`config.mk`:
```
export PLATFORM = sky130hd
export DESIGN_NAME = firsa_ctrl
export DESIGN_NICKNAME = d
export VERILOG_FILES = /design/src/hdl/firsa_pkg.sv /design/src/hdl/firsa_ctrl.sv
export SDC_FILE = /design/constraint.sdc
export NUM_CORES = 1
export LEC_CHECK = 0
export ABC_AREA = 1
export BUFFER_PORTS_ARGS = -buffer_cell sky130_fd_sc_hd__buf_2
export CAP_MARGIN = 5
export CORE_AREA = 3 3 40 42
export DETAILED_ROUTE_END_ITERATION = 8
export DIE_AREA = 0 0 43 45
export PLACE_DENSITY = 0.46
export SLEW_MARGIN = 20
export SYNTH_ARGS = -nofsm -noshare
export SYNTH_HDL_FRONTEND = slang
export SYNTH_SLANG_ARGS = --single-unit
```
`constraint.sdc`:
```
create_clock -name clk -period 1.1 [get_ports clk]
set_clock_uncertainty 0.15 [all_clocks]
set_input_delay 0.165 -clock clk [delete_from_list [all_inputs] [get_ports clk]]
set_output_delay 0.165 -clock clk [all_outputs]
set_load 0.005 [all_outputs]
```
`src/hdl/firsa_pkg.sv`:
```
package firsa_pkg;

  localparam int SAMPLE_W    = 24;
  localparam int TAP_W       = 18;
  localparam int INDEX_W     = 6;
  localparam int COUNT_W     = 7;
  localparam int GAIN_W      = 16;
  localparam int CFG_DATA_W  = 16;
  localparam int CFG_INDEX_W = 1;
  localparam int ACC_W       = 48;
  localparam int PROD_W      = SAMPLE_W + TAP_W;
  localparam int GPROD_W     = ACC_W + GAIN_W;
  localparam int ROUND_SHIFT = 29;
  localparam int Y_W         = GPROD_W - ROUND_SHIFT;

  localparam logic signed [GPROD_W-1:0] ROUND_BIAS = GPROD_W'(64'sd1 <<< (ROUND_SHIFT - 1));
  localparam logic signed [Y_W-1:0] Y_MAX = Y_W'(35'sd8388607);
  localparam logic signed [Y_W-1:0] Y_MIN = Y_W'(-35'sd8388608);
  localparam logic signed [SAMPLE_W-1:0] OUT_MAX = 24'sh7FFFFF;
  localparam logic signed [SAMPLE_W-1:0] OUT_MIN = 24'sh800000;

  localparam logic [COUNT_W-1:0]       TAP_COUNT_RESET   = 7'd64;
  localparam logic signed [GAIN_W-1:0] OUTPUT_GAIN_RESET = 16'sd4096;

  localparam logic OP_SAMPLE   = 1'b0;
  localparam logic OP_LOAD_TAP = 1'b1;

  localparam logic [CFG_INDEX_W-1:0] REG_TAP_COUNT   = 1'b0;
  localparam logic [CFG_INDEX_W-1:0] REG_OUTPUT_GAIN = 1'b1;

  typedef struct packed {
    logic clear_step;
    logic take_item;
    logic mod_step;
    logic mac_issue;
    logic gain_load;
    logic emit;
  } dp_cmd_t;

  typedef struct packed {
    logic clear_last;
    logic mod_done;
    logic mac_last;
    logic sum_ready;
    logic out_busy;
  } dp_status_t;

endpackage

```
`src/hdl/firsa_ctrl.sv`:
```
module firsa_ctrl (
  input  logic                   clk,
  input  logic                   rst,
  input  logic                   item_valid,
  input  logic                   opcode,
  input  firsa_pkg::dp_status_t  status,
  output logic                   item_stall,
  output firsa_pkg::dp_cmd_t     cmd
);
  import firsa_pkg::*;

  localparam logic [2:0] S_IDLE  = 3'd0;
  localparam logic [2:0] S_CLEAR = 3'd1;
  localparam logic [2:0] S_MOD   = 3'd2;
  localparam logic [2:0] S_MAC   = 3'd3;
  localparam logic [2:0] S_DRAIN = 3'd4;
  localparam logic [2:0] S_GAIN  = 3'd5;
  localparam logic [2:0] S_OUT   = 3'd6;

  logic [2:0] state;
  logic [2:0] state_next;

  always_ff @(posedge clk) begin
    if (rst) begin
      state <= S_CLEAR;
    end else begin
      state <= state_next;
    end
  end

  assign item_stall = (state != S_IDLE);

  always_comb begin
    cmd        = '0;
    state_next = state;
    unique case (state)
      S_IDLE: begin
        if (item_valid) begin
          cmd.take_item = 1'b1;
          if (opcode == OP_SAMPLE) begin
            state_next = S_MOD;
          end
        end
      end
      S_CLEAR: begin
        cmd.clear_step = 1'b1;
        if (status.clear_last) begin
          state_next = S_IDLE;
        end
      end
      S_MOD: begin
        cmd.mod_step = 1'b1;
        if (status.mod_done) begin
          state_next = S_MAC;
        end
      end
      S_MAC: begin
        cmd.mac_issue = 1'b1;
        if (status.mac_last) begin
          state_next = S_DRAIN;
        end
      end
      S_DRAIN: begin
        if (status.sum_ready) begin
          state_next = S_GAIN;
        end
      end
      S_GAIN: begin
        cmd.gain_load = 1'b1;
        state_next    = S_OUT;
      end
      S_OUT: begin
        if (!status.out_busy) begin
          cmd.emit   = 1'b1;
          state_next = S_IDLE;
        end
      end
      default: begin
        state_next = S_IDLE;
      end
    endcase
  end

endmodule

```
==> flow_summary.ini <==
[logic_synthesis]
synth_edf_count = 0
ys_seq_area_share_pct = 18.68
ys_top_cells_by_area = dfxtp_1, nor2_1, inv_1
synthArstFlopShare_pct = 0
synth.net_count = 63
synthCells = 54
ys_seq_elements = 3
syn_area_per_cell_um2 = 5.955
synth_top_area_share_pct = 18.68
synth_cell_type_count = 18
synth_ff_type = dfxtp_1
netlist_area_um2 = 321.6
ys_warn_count = 0
synth_top_cell_by_area = dfxtp_1

[die]
die_w_um = 43
die_area_um2 = 1935
rows = 13
core-area_um2 = 1285
io-pin-count = 16
start_util_pct = 25.02
die_h_um = 45

[global_routing]
track_usage_pct = 11.63
overflow = 0
grt_first_pass_wirelength_mm = 1.683
antenna_found_initial = 0
first_global_vias = 422
grt_max_degree = 8

[timing]
min_period_over_period_pct = 132.0
worstMarginPinSlew_ns = 0.1943
setup_ws_ns = -0.3525
finalHoldViolCount = 0
relSlewSlack_pct = 86.94
finalSetupViolations = 10
fmax_mhz = 688.5
period_minus_slack_ns = 1.453
final_max_slew_viol_count = 0
rsz0062_at_grt = yes

[finish]
reg.largest.list = state: 3 flops
final_util_pct = 48.49
syn_to_final_growth_pct = 93.77
fillerInstances = 121
drive_gt1_share_pct = 63.95
fin_nets = 96
diodes = 0
regMostFlops = state
largest_reg_flops = 3
multi_input_area_um2 = 231.5
seqCellArea_um2 = 68.82

[routing]
wl_um = 987
drt_iter0_drc = 16
first_pass_iters = 4
via_per_inst = 4.347
drtAntennaViolNets = 0
vias = 439
remaining_drc_errors = 0
wl_per_cell_um = 9.772

[outcome]
violations = negative setup slack
status = complete, but fails checks

[hold_path]
hold_end = state[0]
hold_depth = 7
hold_start = status[2]
hp-class = in -> reg

[worst_setup_path]
critical_path.startpoint_type = register
cp_data_arrival_time_ns = 1.42
crit_start = state[2]
cp-end-kind = register
crit_type = reg -> reg
reg2reg_from = state[2]
r2r_cells = 10
crit_required_ns = 1.07
reg2reg_setup_slack_ns = -0.35
reg2reg_to = state[2]
critPathMaxFanout = 6

[placement]
globalplace.congestion = 0.7780
io_buffers = 15
dp_hpwl_um = 672.3

[clocking]
clkLatencyLatePin_ns = 0.23
clockRootBuffer = clkbuf_4
ctsHtreeMaxLevel = 1
cts-buffers-inserted = 3
clk_path_buf_depth = 2
cts_tree = yes
cts.sinks = 3
clk_pin_slew_worst_paths_ns = 0.04

[power_and_ir_drop]
power_w = 0.001513
powerDensity_nw_per_um2 = 2428
vdd_ir_drop_max_mv = 0.8437
p_leak_nw = 0.3182

[job]
drv_cap = 0
[power by group]
part           internal [W]  leakage (nW)  switching, W
clock network      0.000136        0.0150     0.0000539
logic              0.000574         0.277      0.000490
registers          0.000172        0.0261     0.0000883
[through the flow]
stage          instance area [um^2]  TNS [ns]  cells  hold WS (ns)  setup slack [ns]
3_3_place_gp                  491.7    -1.260     91        0.2190           -0.2540
5_1_grt                       623.1    -3.646    101        0.2630           -0.4252
4_1_cts                       613.1    -2.773    100        0.2327           -0.3511
3_5_place_dp                  491.7    -1.157     91        0.2235           -0.2236
6_report                      623.1    -2.929    101        0.2368           -0.3525
2_1_floorplan                 340.3   -0.2103     54        0.1135          -0.09328
[critical path, cell delays in order, from the launching register on]
cell     delay [ns]
dfxtp_2        0.32
buf_12         0.13
inv_2          0.08
nor2_4         0.05
buf_4          0.14
nand2_1        0.06
nand2_2        0.06
nor2_4         0.13
nand3_1        0.10
nand2_1        0.08
nor2_1         0.04
[placed cells by master (no fill, tap or decap), drive strengths merged]
cell type    instances
nor2                14
nand3                4
nand3b               1
clkbuf               4
a21oi                3
nand2               11
nand4                1
nor3                 1
dlygate4sd3          1
buf                 29
o21ai                2
dfxtp                3
inv                 10
nor4                 1
clkinv               1
[final cells by class]
| type | count | area share (%) |
|---|---|---|
| inverter | 11 | 7.028 |
| clock buffer | 4 | 4.217 |
| tap | 15 | 3.012 |
| timing repair buffer | 30 | 37.55 |
| multi-input combinational | 38 | 37.15 |
| sequential | 3 | 11.04 |
[kinds of logic after synthesis]
logic type,after synthesis,synth area share [%]
flops,3,18.68
simple gates,33,52.53
compound gates,5,8.947
buf+inv,13,19.84
[routing by layer]
layer	GRT usage (%)	share of wire, %	up-vias
met1	15.07	47	178
met3	1.195	4.9	4
li1	-	-	234
met4	9.639	2.3	0
met5	0	0	-
met2	17.37	46	23
[how the worst max path moves through the flow]
| stage | endpoint | slack, ns | cells after the start |
|---|---|---|---|
| finish | state[2] | -0.35 | 10 |
| global route | cmd[4] | -0.43 | 6 |
| CTS | cmd[4] | -0.35 | 6 |
| detailed placement | state[1] | -0.22 | 8 |
| global placement | state[1] | -0.25 | 8 |
| floorplan | state[2] | -0.09 | 7 |
[timing repair]
item                                    4_1_cts  5_1_grt
hold buffers                                  1        0
endpoints found under the setup margin       10       10
endpoints found under the hold margin         1        0
pin swaps                                     4        2
gates resized for setup                      15        1
buffers inserted                              4        1
[synth_stat cells (2+ instances only)]
master	instances
buf_6	2
nor2_1	10
inv_2	3
nand3_1	4
a21oi_1	3
dfxtp_1	3
nor2_4	2
nand2_1	7
inv_1	7
nor2_2	2
nand2_2	4
Note: power is estimated with default switching activity, not from simulation.
